`src/rtl/largest_divisible_chain_top_assert.svh`:
```
// Assertion macros for the largest divisible chain top module.
`ifndef LARGEST_DIVISIBLE_CHAIN_TOP_ASSERT_SVH
`define LARGEST_DIVISIBLE_CHAIN_TOP_ASSERT_SVH

// Same-cycle implication, sampled on clk and disabled during reset.
`define LDC_ASSERT_NOW(label, ante, cons, msg) \
	label: assert property (@(posedge clk) disable iff (!arst_n) (ante) |-> (cons)) \
		else $error(msg);

// Next-cycle implication, sampled on clk and disabled during reset.
`define LDC_ASSERT_NEXT(label, ante, cons, msg) \
	label: assert property (@(posedge clk) disable iff (!arst_n) (ante) |=> (cons)) \
		else $error(msg);

`endif

```
`src/rtl/ldc_pkg.sv`:
```
// Shared constants and controller/datapath interface types.
package ldc_pkg;

	localparam int unsigned VALUE_W       = 31;
	localparam int unsigned MAX_ITEMS_DEF = 32;

	typedef struct packed {
		logic in_ld;
		logic v_wr;
		logic v_wr_in;
		logic dp_init;
		logic vi_ld;
		logic mod_start;
		logic ext_upd;
		logic len_wr;
		logic best_clr;
		logic out_ld;
	} dp_cmd_t;

	typedef struct packed {
		logic rd_gt_v;
		logic mod_done;
	} dp_stat_t;

endpackage

```
`src/rtl/ldc_mod.sv`:
```
// Bit-serial restoring remainder unit, one dividend bit per cycle.
module ldc_mod (
	input  logic                        clk,
	input  logic                        arst_n,
	input  logic                        start,
	input  logic [ldc_pkg::VALUE_W-1:0] dividend,
	input  logic [ldc_pkg::VALUE_W-1:0] divisor,
	output logic                        done,
	output logic                        rem_zero
);
	import ldc_pkg::*;

	localparam int unsigned STEP_W = $clog2(VALUE_W);

	logic                busy_q;
	logic                done_q;
	logic [STEP_W-1:0]   step_q;
	logic [VALUE_W-1:0]  dvd_q;
	logic [VALUE_W-1:0]  dsr_q;
	logic [VALUE_W-1:0]  rem_q;
	logic [VALUE_W:0]    trial;
	logic [VALUE_W-1:0]  rem_next;

	always_comb begin
		trial = {rem_q, dvd_q[VALUE_W-1]};
		if (trial >= {1'b0, dsr_q}) begin
			rem_next = VALUE_W'(trial - {1'b0, dsr_q});
		end else begin
			rem_next = trial[VALUE_W-1:0];
		end
	end

	always_ff @(posedge clk or negedge arst_n) begin
		if (!arst_n) begin
			busy_q <= 1'b0;
			done_q <= 1'b0;
			step_q <= '0;
		end else begin
			done_q <= 1'b0;
			if (start) begin
				busy_q <= 1'b1;
				step_q <= STEP_W'(VALUE_W - 1);
			end else if (busy_q) begin
				if (step_q == '0) begin
					busy_q <= 1'b0;
					done_q <= 1'b1;
				end else begin
					step_q <= step_q - 1'b1;
				end
			end
		end
	end

	always_ff @(posedge clk) begin
		if (start) begin
			dvd_q <= dividend;
			dsr_q <= divisor;
			rem_q <= '0;
		end else if (busy_q) begin
			dvd_q <= {dvd_q[VALUE_W-2:0], 1'b0};
			rem_q <= rem_next;
		end
	end

	assign done     = done_q;
	assign rem_zero = (rem_q == '0);

endmodule

```
`src/rtl/ldc_dp.sv`:
```
// Datapath: value, length and predecessor memories, chain registers, output data.
module ldc_dp #(
	parameter int unsigned MAX_ITEMS = ldc_pkg::MAX_ITEMS_DEF,
	parameter int unsigned IW        = $clog2(MAX_ITEMS),
	parameter int unsigned CW        = $clog2(MAX_ITEMS + 1)
) (
	input  logic                        clk,
	input  logic                        arst_n,
	input  ldc_pkg::dp_cmd_t            cmd,
	output ldc_pkg::dp_stat_t           stat,
	input  logic [ldc_pkg::VALUE_W-1:0] value,
	input  logic [IW-1:0]               rd_addr,
	input  logic [IW-1:0]               wr_addr,
	input  logic [IW-1:0]               i_addr,
	input  logic [IW-1:0]               j_addr,
	output logic [IW-1:0]               best_idx,
	output logic [CW-1:0]               best_len,
	output logic [IW-1:0]               pred_rd,
	output logic [ldc_pkg::VALUE_W-1:0] member
);
	import ldc_pkg::*;

	logic [VALUE_W-1:0] vals_mem [MAX_ITEMS];
	logic [CW-1:0]      lens_mem [MAX_ITEMS];
	logic [IW-1:0]      preds_mem[MAX_ITEMS];

	logic [VALUE_W-1:0] vrd_q;
	logic [CW-1:0]      lrd_q;
	logic [IW-1:0]      prd_q;
	logic [VALUE_W-1:0] value_q;
	logic [VALUE_W-1:0] vi_q;
	logic [CW-1:0]      li_q;
	logic [IW-1:0]      pi_q;
	logic [CW-1:0]      lj_q;
	logic               dnz_q;
	logic [IW-1:0]      best_q;
	logic [CW-1:0]      bestlen_q;
	logic [VALUE_W-1:0] member_q;
	logic               mod_done;
	logic               rem_zero;
	logic               extend;

	ldc_mod u_mod (
		.clk      (clk),
		.arst_n   (arst_n),
		.start    (cmd.mod_start),
		.dividend (vi_q),
		.divisor  (vrd_q),
		.done     (mod_done),
		.rem_zero (rem_zero)
	);

	// A chain extends only through a nonzero divisor and a strictly longer length.
	assign extend = rem_zero && dnz_q && ((lj_q + 1'b1) > li_q);

	always_ff @(posedge clk) begin
		if (cmd.v_wr) begin
			vals_mem[wr_addr] <= cmd.v_wr_in ? value_q : vrd_q;
		end
		if (cmd.len_wr) begin
			lens_mem[i_addr]  <= li_q;
			preds_mem[i_addr] <= pi_q;
		end
		vrd_q <= vals_mem[rd_addr];
		lrd_q <= lens_mem[rd_addr];
		prd_q <= preds_mem[rd_addr];
	end

	always_ff @(posedge clk) begin
		if (cmd.in_ld) begin
			value_q <= value;
		end
		if (cmd.vi_ld) begin
			vi_q <= vrd_q;
		end
		if (cmd.mod_start) begin
			lj_q  <= lrd_q;
			dnz_q <= (vrd_q != '0);
		end
		if (cmd.dp_init) begin
			li_q <= CW'(1);
			pi_q <= i_addr;
		end else if (cmd.ext_upd && mod_done && extend) begin
			li_q <= lj_q + 1'b1;
			pi_q <= j_addr;
		end
		if (cmd.out_ld) begin
			member_q <= vrd_q;
		end
	end

	always_ff @(posedge clk or negedge arst_n) begin
		if (!arst_n) begin
			best_q    <= '0;
			bestlen_q <= '0;
		end else if (cmd.best_clr) begin
			best_q    <= '0;
			bestlen_q <= '0;
		end else if (cmd.len_wr && (li_q > bestlen_q)) begin
			best_q    <= i_addr;
			bestlen_q <= li_q;
		end
	end

	assign stat.rd_gt_v  = (vrd_q > value_q);
	assign stat.mod_done = mod_done;
	assign best_idx      = best_q;
	assign best_len      = bestlen_q;
	assign pred_rd       = prd_q;
	assign member        = member_q;

endmodule

```
`src/rtl/ldc_ctrl.sv`:
```
// Controller: sequences insertion, the chain search and the emission of results.
module ldc_ctrl #(
	parameter int unsigned MAX_ITEMS = ldc_pkg::MAX_ITEMS_DEF,
	parameter int unsigned IW        = $clog2(MAX_ITEMS),
	parameter int unsigned CW        = $clog2(MAX_ITEMS + 1)
) (
	input  logic              clk,
	input  logic              arst_n,
	input  logic              in_valid,
	output logic              in_ready,
	input  logic              last_item,
	output logic              out_valid,
	input  logic              out_ready,
	output logic              last_member,
	output logic              overflow,
	output ldc_pkg::dp_cmd_t  cmd,
	input  ldc_pkg::dp_stat_t stat,
	output logic [IW-1:0]     rd_addr,
	output logic [IW-1:0]     wr_addr,
	output logic [IW-1:0]     i_addr,
	output logic [IW-1:0]     j_addr,
	input  logic [IW-1:0]     best_idx,
	input  logic [CW-1:0]     best_len,
	input  logic [IW-1:0]     pred_rd
);
	import ldc_pkg::*;

	typedef enum logic [3:0] {
		S_IDLE, S_INS_CMP, S_INS_PUT, S_DP_I, S_DP_IV, S_DP_J, S_DP_MOD,
		S_DP_IEND, S_EM_SET, S_EM_RD, S_EM_LAT, S_EM_OUT
	} state_t;

	state_t        state_q;
	logic [CW-1:0] cnt_q;
	logic [CW-1:0] pos_q;
	logic [CW-1:0] i_q;
	logic [CW-1:0] j_q;
	logic [CW-1:0] rem_q;
	logic [IW-1:0] idx_q;
	logic          last_q;
	logic          drop_q;
	logic          lastm_q;
	logic          ovf_q;
	logic [CW-1:0] cnt_dec;
	logic [CW-1:0] pos_dec2;
	logic [CW-1:0] j_inc;

	assign cnt_dec  = cnt_q - 1'b1;
	assign pos_dec2 = pos_q - CW'(2);
	assign j_inc    = j_q + 1'b1;

	always_comb begin
		cmd     = '0;
		rd_addr = '0;
		wr_addr = pos_q[IW-1:0];
		i_addr  = i_q[IW-1:0];
		j_addr  = j_q[IW-1:0];
		unique case (state_q)
			S_IDLE: begin
				cmd.in_ld = in_valid;
				rd_addr   = cnt_dec[IW-1:0];
			end
			S_INS_CMP: begin
				rd_addr     = pos_dec2[IW-1:0];
				cmd.v_wr    = 1'b1;
				cmd.v_wr_in = !stat.rd_gt_v;
			end
			S_INS_PUT: begin
				cmd.v_wr    = 1'b1;
				cmd.v_wr_in = 1'b1;
			end
			S_DP_I: begin
				rd_addr      = i_q[IW-1:0];
				cmd.dp_init  = 1'b1;
				cmd.best_clr = (i_q == '0);
			end
			S_DP_IV: begin
				rd_addr   = j_q[IW-1:0];
				cmd.vi_ld = 1'b1;
			end
			S_DP_J: begin
				cmd.mod_start = 1'b1;
			end
			S_DP_MOD: begin
				rd_addr     = j_inc[IW-1:0];
				cmd.ext_upd = 1'b1;
			end
			S_DP_IEND: begin
				cmd.len_wr = 1'b1;
			end
			S_EM_SET: begin
			end
			S_EM_RD: begin
				rd_addr = idx_q;
			end
			S_EM_LAT: begin
				cmd.out_ld = 1'b1;
			end
			S_EM_OUT: begin
			end
			default: begin
			end
		endcase
	end

	always_ff @(posedge clk or negedge arst_n) begin
		if (!arst_n) begin
			state_q <= S_IDLE;
			cnt_q   <= '0;
			pos_q   <= '0;
			i_q     <= '0;
			j_q     <= '0;
			rem_q   <= '0;
			idx_q   <= '0;
			last_q  <= 1'b0;
			drop_q  <= 1'b0;
			lastm_q <= 1'b0;
			ovf_q   <= 1'b0;
		end else begin
			unique case (state_q)
				S_IDLE: begin
					if (in_valid) begin
						last_q <= last_item;
						i_q    <= '0;
						if (cnt_q < CW'(MAX_ITEMS)) begin
							pos_q   <= cnt_q;
							state_q <= (cnt_q == '0) ? S_INS_PUT : S_INS_CMP;
						end else begin
							// The store is full: the item is dropped and flagged.
							drop_q  <= 1'b1;
							state_q <= last_item ? S_DP_I : S_IDLE;
						end
					end
				end
				S_INS_CMP: begin
					if (stat.rd_gt_v) begin
						pos_q <= pos_q - 1'b1;
						if (pos_q == CW'(1)) begin
							state_q <= S_INS_PUT;
						end
					end else begin
						cnt_q   <= cnt_q + 1'b1;
						state_q <= last_q ? S_DP_I : S_IDLE;
					end
				end
				S_INS_PUT: begin
					cnt_q   <= cnt_q + 1'b1;
					state_q <= last_q ? S_DP_I : S_IDLE;
				end
				S_DP_I: begin
					j_q     <= '0;
					state_q <= S_DP_IV;
				end
				S_DP_IV: begin
					state_q <= (i_q == '0) ? S_DP_IEND : S_DP_J;
				end
				S_DP_J: begin
					state_q <= S_DP_MOD;
				end
				S_DP_MOD: begin
					if (stat.mod_done) begin
						j_q     <= j_inc;
						state_q <= (j_inc == i_q) ? S_DP_IEND : S_DP_J;
					end
				end
				S_DP_IEND: begin
					i_q     <= i_q + 1'b1;
					state_q <= ((i_q + 1'b1) == cnt_q) ? S_EM_SET : S_DP_I;
				end
				S_EM_SET: begin
					idx_q   <= best_idx;
					rem_q   <= best_len;
					state_q <= S_EM_RD;
				end
				S_EM_RD: begin
					state_q <= S_EM_LAT;
				end
				S_EM_LAT: begin
					lastm_q <= (rem_q == CW'(1));
					ovf_q   <= drop_q;
					idx_q   <= pred_rd;
					state_q <= S_EM_OUT;
				end
				S_EM_OUT: begin
					if (out_ready) begin
						rem_q <= rem_q - 1'b1;
						if (lastm_q) begin
							cnt_q   <= '0;
							drop_q  <= 1'b0;
							state_q <= S_IDLE;
						end else begin
							state_q <= S_EM_RD;
						end
					end
				end
				default: begin
					state_q <= S_IDLE;
				end
			endcase
		end
	end

	assign in_ready    = (state_q == S_IDLE);
	assign out_valid   = (state_q == S_EM_OUT);
	assign last_member = lastm_q;
	assign overflow    = ovf_q;

endmodule

```
`src/rtl/largest_divisible_chain_top.sv`:
```
// Largest divisible chain: loads a set, finds its longest divisor chain, emits it.
// Usage: the input channel (in_valid/in_ready, value, last_item) takes one set
// element per transfer; last_item closes the set. Elements are kept sorted by
// insertion. After the closing transfer the block searches for the longest
// chain in which each element divides the next; each divisibility test runs
// through a bit-serial remainder unit. Results leave on the output channel
// (out_valid/out_ready, member, last_member, overflow), largest element first,
// each read from the store only after the previous one is taken; last_member
// marks the smallest. When the receiver stalls, the current result is held and
// no new input is taken. overflow is set on every result of a set in which
// elements were dropped because the store of MAX_ITEMS entries was full. Input
// is accepted only while the block is idle. Reset returns the block to idle
// with an empty set.
module largest_divisible_chain_top #(
	parameter int unsigned MAX_ITEMS = ldc_pkg::MAX_ITEMS_DEF
) (
	input  logic                        clk,
	input  logic                        arst_n,
	input  logic                        in_valid,
	output logic                        in_ready,
	input  logic [ldc_pkg::VALUE_W-1:0] value,
	input  logic                        last_item,
	output logic                        out_valid,
	input  logic                        out_ready,
	output logic [ldc_pkg::VALUE_W-1:0] member,
	output logic                        last_member,
	output logic                        overflow
);
	import ldc_pkg::*;

	localparam int unsigned IW = $clog2(MAX_ITEMS);
	localparam int unsigned CW = $clog2(MAX_ITEMS + 1);

	dp_cmd_t       cmd;
	dp_stat_t      stat;
	logic [IW-1:0] rd_addr;
	logic [IW-1:0] wr_addr;
	logic [IW-1:0] i_addr;
	logic [IW-1:0] j_addr;
	logic [IW-1:0] best_idx;
	logic [CW-1:0] best_len;
	logic [IW-1:0] pred_rd;

	ldc_ctrl #(.MAX_ITEMS(MAX_ITEMS), .IW(IW), .CW(CW)) u_ctrl (
		.clk         (clk),
		.arst_n      (arst_n),
		.in_valid    (in_valid),
		.in_ready    (in_ready),
		.last_item   (last_item),
		.out_valid   (out_valid),
		.out_ready   (out_ready),
		.last_member (last_member),
		.overflow    (overflow),
		.cmd         (cmd),
		.stat        (stat),
		.rd_addr     (rd_addr),
		.wr_addr     (wr_addr),
		.i_addr      (i_addr),
		.j_addr      (j_addr),
		.best_idx    (best_idx),
		.best_len    (best_len),
		.pred_rd     (pred_rd)
	);

	ldc_dp #(.MAX_ITEMS(MAX_ITEMS), .IW(IW), .CW(CW)) u_dp (
		.clk      (clk),
		.arst_n   (arst_n),
		.cmd      (cmd),
		.stat     (stat),
		.value    (value),
		.rd_addr  (rd_addr),
		.wr_addr  (wr_addr),
		.i_addr   (i_addr),
		.j_addr   (j_addr),
		.best_idx (best_idx),
		.best_len (best_len),
		.pred_rd  (pred_rd),
		.member   (member)
	);

`include "largest_divisible_chain_top_assert.svh"

	`LDC_ASSERT_NOW(a_no_load_while_out, out_valid, !in_ready, "input ready while result pending")
	`LDC_ASSERT_NEXT(a_idle_after_last, out_valid && out_ready && last_member, in_ready, "not idle after final member")
	`LDC_ASSERT_NEXT(a_busy_mid_chain, out_valid && out_ready && !last_member, !in_ready, "idle in the middle of a chain")

endmodule
```
`config.mk`:
```
export PLATFORM = sky130hd
export DESIGN_NAME = largest_divisible_chain_top
export DESIGN_NICKNAME = d
export VERILOG_FILES = /design/src/rtl/ldc_pkg.sv /design/src/rtl/ldc_mod.sv /design/src/rtl/ldc_dp.sv /design/src/rtl/ldc_ctrl.sv /design/src/rtl/largest_divisible_chain_top.sv
export VERILOG_INCLUDE_DIRS = /design/src /design/src/rtl
export SDC_FILE = /design/constraint.sdc
export NUM_CORES = 2
export LEC_CHECK = 0
export ABC_AREA = 1
export BUFFER_PORTS_ARGS = -buffer_cell sky130_fd_sc_hd__buf_4
export CORE_ASPECT_RATIO = 1.1
export CORE_MARGIN = 2
export CORE_UTILIZATION = 60
export DETAILED_ROUTE_END_ITERATION = 8
export PLACE_DENSITY = 0.75
export SETUP_SLACK_MARGIN = 0.4
export SLEW_MARGIN = 10
export SYNTH_ARGS = -nofsm -noshare
export SYNTH_HDL_FRONTEND = slang
export SYNTH_SLANG_ARGS = --single-unit
```
`constraint.sdc`:
```
create_clock -name clk -period 5.9 [get_ports clk]
set_input_delay 0.295 -clock clk [delete_from_list [all_inputs] [get_ports clk]]
set_output_delay 0.295 -clock clk [all_outputs]
set_load 0.02 [all_outputs]
```
Yosys cells after proc, flatten, opt, wreduce, memory -nomap -nowiden
Memory sizes are Yosys's and may differ from the RTL's. A register that Yosys moved wholly into a read port is not among the register bits.
Cells that the tools add are included.

word-level totals
  word-level logic and storage cells = 167
  input port bits = 36
  register bits = 265
  output and inout port bits = 35
  memory bits (writable) = 1344
  memories kept = 3

memories
  name            words  width  read ports  clocked after memory_dff  write ports  RTL line      text
  u_dp.vals_mem   32     31     1           1                         1            ldc_dp.sv:23  logic [VALUE_W-1:0] vals_mem [MAX_ITEMS];
  u_dp.lens_mem   32     6      1           1                         1            ldc_dp.sv:24  logic [CW-1:0] lens_mem [MAX_ITEMS];
  u_dp.preds_mem  32     5      1           1                         1            ldc_dp.sv:25  logic [IW-1:0] preds_mem[MAX_ITEMS];

cells by class
  magnitude comparators = 5
  reduce and logical (&&, ||, !) cells = 31
  mux-type cells = 67
  equality and inequality tests = 25
  $add $sub $neg = 10

operators by type and width
  kind                                                  number
  two-way mux 31 bit                                    4
  two-way mux 6 bit                                     11
  case mux 4 bit (12 select lines)                      1
  case mux 6 bit (2 select lines)                       4
  two-way mux 5 bit                                     7
  >= comparator 32 x 31 -> 1 bit                        1
  two-way mux 4 bit                                     8
  greater-than comparator 31 bit                        1
  zero test 31 bit                                      1
  nonzero test 31 bit                                   1
  subtractor 31 bit                                     1
  case mux 5 bit (6 select lines)                       1
  adder 6 x 1 -> 6 bit (second input constant)          4
  two-way mux 1 bit                                     22
  case mux 6 bit (3 select lines)                       1
  nonzero test 2 bit                                    9
  equality test 4 x 3 -> 1 bit (second input constant)  4
  equality test 4 bit (second input constant)           4
  equality test 6 x 1 -> 1 bit (second input constant)  2
  equality test 6 bit                                   2
  greater-than comparator 6 bit                         2
  zero test 6 bit                                       2
  AND reduction 4 bit                                   3
  subtractor 6 x 1 -> 6 bit (second input constant)     2
  other kinds (19)                                      40

Logic depth before layout (Yosys ltp)
  depth in word-level cells = 6
  depth in mapped cells = 19
  gate-level depth less buffers = 19

Hierarchy
From an unflattened synthesis, not the netlist that was laid out.

unflattened totals
  cells, all modules = 6624
  area, all modules = 70792.9 um2

modules (own cells, without submodules)
  module    seq. area each (um2)  instances  area each (um2)  cells each
  ldc_dp    44747.9               1          60754.5          5172
  ldc_mod   2657.5                1          6812.8           982
  ldc_ctrl  1076.0                1          3225.6           470

Worst setup path after synthesis
OpenSTA, ideal clock, no wires.

  path type = register to register
  start point = reg u_dp.value_q[22]
  end point = mem u_dp.vals_mem[0][0], data pin
  period minus slack after synthesis = 3468 ps
  data required time = 5446 ps
  path slack = 2432 ps
  data arrival time = 3014 ps
  cell stages (with the launch flop) = 14
  path buffers = 1
  setup time = 454 ps
  cells stage by stage = edfxtp_1 > inv_1 > ha_1 > nand2_1 > nor3b_1 > nand3_1 > nor2_1 > nand2_1 > nand2_1 > nand2_1 > nand2_1 > nand2_1 > clkbuf_1 > o21ai_0

on the way
  longest elaborated chain between the ends = 4

RTL lines
  item                             RTL line        text
  start: declaration               ldc_dp.sv:30    logic [VALUE_W-1:0] value_q;
  start signal: assignment         ldc_dp.sv:71    value_q <= value;
  greater-than comparator 31 bit   ldc_dp.sv:105   assign stat.rd_gt_v = (vrd_q > value_q);
  zero test 1 bit                  ldc_ctrl.sv:66  cmd.v_wr_in = !stat.rd_gt_v;
  case mux 2 bit (2 select lines)  ldc_ctrl.sv:58  unique case (state_q)
  two-way mux 31 bit               ldc_dp.sv:58    vals_mem[wr_addr] <= cmd.v_wr_in ? value_q : vrd_q;
  end: declaration                 ldc_dp.sv:23

No other way between the ends.

Final worst setup path
  start point = reg u_dp.value_q[6]
  end point = mem u_dp.vals_mem[24][24], data pin

Same word-level chain as after synthesis.

==> flow_summary_export.csv <==
group,metric,value,unit
status,status,"completed",
pwr,powerDensity,609,nW/µm²
yosys,synth_enable_flop_cells,1511,
clock_tree,clock_latency,0.81,ns
finish,fin_nets,7284,
worst_setup_path,cpMaxStageDelayCell,"nand2_4",
worst_setup_path,critical_path_class,"flip-flop to flip-flop",
worst_setup_path,required,6.31,ns
global_route,antenna_found_initial,10,
yosys,synth_top_area_share,60.8,%
yosys,ys_warn_count,0,
floorplan,design.portCount,71,
yosys,synthArstFlopShare,3.69,%
floorplan,rows,135,
finish,drive_gt1_share,7.09,%
global_route,grt_overflow,0,
worst_setup_path,startpoint_type,"flip-flop",
worst_setup_path,cp_max_fo,63,
yosys,synth.top_cells.by_area,"edfxtp_1 (61%), nand3_1 (10%), nand2_1 (6.4%)",
route,dr.pass1.iters,6,
worst_setup_path,critPathTopFamily,"simple AND/OR/NAND/NOR gates",
clock_tree,cts-hold-fix-buffers,35,
global_route,grt_pass1_wl,320000,µm
yosys,syn_area,74700,µm²
route,wl_per_cell,24.1,µm
worst_setup_path,startpoint,"u_dp.value_q[6]",
worst_setup_path,worst_setup_path_end_kind,"flip-flop",
floorplan,start_util,60.6,%
yosys,synthCells,7171,
sta,slew_headroom,15.4,%
clock_tree,cts_setup_buffers,0,
finish,syn_to_final_growth,11.0,%
finish,final_common_cell,"nand3_1",
route,first_iter_violations,7598,
worst_setup_path,reg2reg_to,"u_dp.vals_mem[24][24]",
finish,layout_common_cells,"nand3_1 (1565), edfxtp_1 (1511), nand2_1 (1272)",
run,maxCapViolations,0,
route,detail-route-antenna-nets,0,
floorplan,core,123000,µm²
global_route,grt_pass1_vias,52226,
pwr,peakVddDrop,0.859,mV
sta,maxSlewViolCount,0,
global_route,grt_max_degree,193,
min_path,hp-class,"primary input to async pin",
yosys,synth_nets,7301,
route,vias_per_cell,6.10,
placement,io_buffers,70,
sta,whs,0.111,ns
yosys,ys_seq_elements,1651,
floorplan,die_area,127000,µm²
worst_setup_path,slowest_delay,0.93,ns
sta,finalHoldViolations,0,
route,vias,54524,
clock_tree,cts_resized,0,
route,drc_errors,0,
yosys,syn_avg_cell_area,10.4,µm²
clock_tree,clock_path_buffers,3,
yosys,synth_cell_type_count,45,
yosys,synthFlopType,"edfxtp_1",
pwr,p_leak,33.6,nW
floorplan,die_h,374,µm
sta,timing.fmax,231,MHz
worst_setup_path,path_buf_inv,1,
yosys,ys_seq_area_share,64.9,%
sta,finClkSkew,0.0497,ns
yosys,synth_top_area_cell,"edfxtp_1",
placement,dp_hpwl,120000,µm
sta,worst_pin_slew,1.27,ns
floorplan,die_w,340,µm
clock_tree,clockRootBuffer,"clkbuf_16",
placement,gp_congestion,0.946,
clock_tree,cts.htree.levels,4,
worst_setup_path,worstPathArrival,4.74,ns
clock_tree,clk_pin_slew_worst_paths,0.06,ns
sta,fin_crit_sh,73.4,%
sta,post-route-min-period,4.33,ns
worst_setup_path,rr_worst_depth,12,
worst_setup_path,path_cells,"inv_1 -> ha_1 -> nand2_1 -> nor2_1 -> nand4_1 -> nor2_1 -> nand4_1 -> nand2_1 -> nand2_1 -> nand2_4 -> nor2_1 -> a21oi_2",
worst_setup_path,r2r_slack,1.57,ns
sta,final-setup-viol-count,0,
clock_tree,clkSinkCount,1651,
clock_tree,numCtsBuffers,163,
sta,tns,0,ns
route,wl,216000,µm
worst_setup_path,reg2reg_from,"u_dp.value_q[6]",
sta,rsz0062_at_grt,"false",
clock_tree,cts_tree,"done",
global_route,grtUsageTotal,33.4,%
synthesized netlist by cell type, types with 61 or more instances:
master and number:
nand2_1 1274, dfxtp_1 79, nor2_1 200, nand3b_1 432, a21oi_1 112, clkbuf_1 185, dfrtp_1 61, edfxtp_1 1511
nand3_1 1566, buf_2 157, ha_1 93, o21ai_0 111, inv_1 1154
area by class of cell:
cell class | instances | area (µm²)
clock buffer | 225 | 4530
timing repair buffer | 218 | 1960
tap | 1644 | 2060
sequential | 1651 | 48500
clock inverter | 75 | 816
antenna | 10 | 25.0
multi-input combinational | 3954 | 20600
fill | 8900 | 40400
inverter | 1166 | 4390
sequential cells by signal, summed over array words and instances (netlist names), 6 cells and up:
| signal | count |
|---|---|
| u_dp.u_mod.dvd_q | 31 |
| u_dp.u_mod.dsr_q | 31 |
| u_dp.lrd_q | 6 |
| u_ctrl.pos_q | 6 |
| u_ctrl.i_q | 6 |
| u_dp.vi_q | 31 |
| u_ctrl.rem_q | 6 |
| u_dp.li_q | 6 |
| u_dp.best_len | 6 |
| u_dp.member | 31 |
| u_dp.preds_mem | 160 |
| u_ctrl.cnt_q | 6 |
| u_dp.vals_mem | 992 |
| u_dp.lens_mem | 192 |
| u_ctrl.j_q | 6 |
| u_dp.vrd_q | 31 |
| u_dp.u_mod.rem_q | 31 |
| u_dp.value_q | 31 |
| u_dp.lj_q | 6 |
report_power, final:
part,internal [mW],total (mW),switching (mW)
logic,6.25,22.9,16.7
registers,16.3,17.1,0.836
clock network,5.90,10.4,4.52
total,28.4,50.5,22.1
metrics by stage:
stage	cell area (µm²)	utilization, %	cells	setup slack (ns)	power [mW]
floorplan	74700	-	7171	2.43	32.3
global placement	77100	62.5	8598	1.79	38.9
detailed placement	77100	62.5	8598	1.69	39.4
CTS	82800	67.1	8933	1.69	49.9
global route	82900	67.2	8936	1.26	53.0
finish	82900	67.2	8943	1.57	50.5
cells by family (layout without fill, tap and decap cells):
| family | count (synthesis) | in the layout | share of synthesized area [%] |
|---|---|---|---|
| flip-flops | 1651 | 1651 | 64.9 |
| XOR/XNOR | 37 | 37 | 0.452 |
| AND/OR/NAND/NOR | 3548 | 3548 | 22.9 |
| AO/OA/AOI/OAI | 275 | 275 | 1.99 |
| buffers and inverters | 1566 | 1684 | 8.18 |
| other | 0 | 10 | 0 |
| adder cells (fa/ha/maj) | 94 | 94 | 1.59 |
worst max path at each step:
| stage | slack (ns) | cells past startpoint | end |
|---|---|---|---|
| 5_1_grt | 1.26 | 14 | u_dp.vals_mem[30][23] |
| 4_1_cts | 1.69 | 12 | u_dp.vals_mem[17][5] |
| 3_3_place_gp | 1.79 | 12 | u_dp.vals_mem[12][6] |
| 3_5_place_dp | 1.69 | 12 | u_dp.vals_mem[12][5] |
| 2_1_floorplan | 2.43 | 13 | u_dp.vals_mem[0][0] |
| 6_report | 1.57 | 12 | u_dp.vals_mem[24][24] |
metal layers:
layer,vias to the layer above,track usage (%),part of all wire [%]
met5,-,0,0.032
met4,10,17.1,5.4
met3,692,7.10,13
met2,3535,51.6,45
met1,26087,45.0,37
li1,24200,-,-
Power figures use the tool's default switching activity.
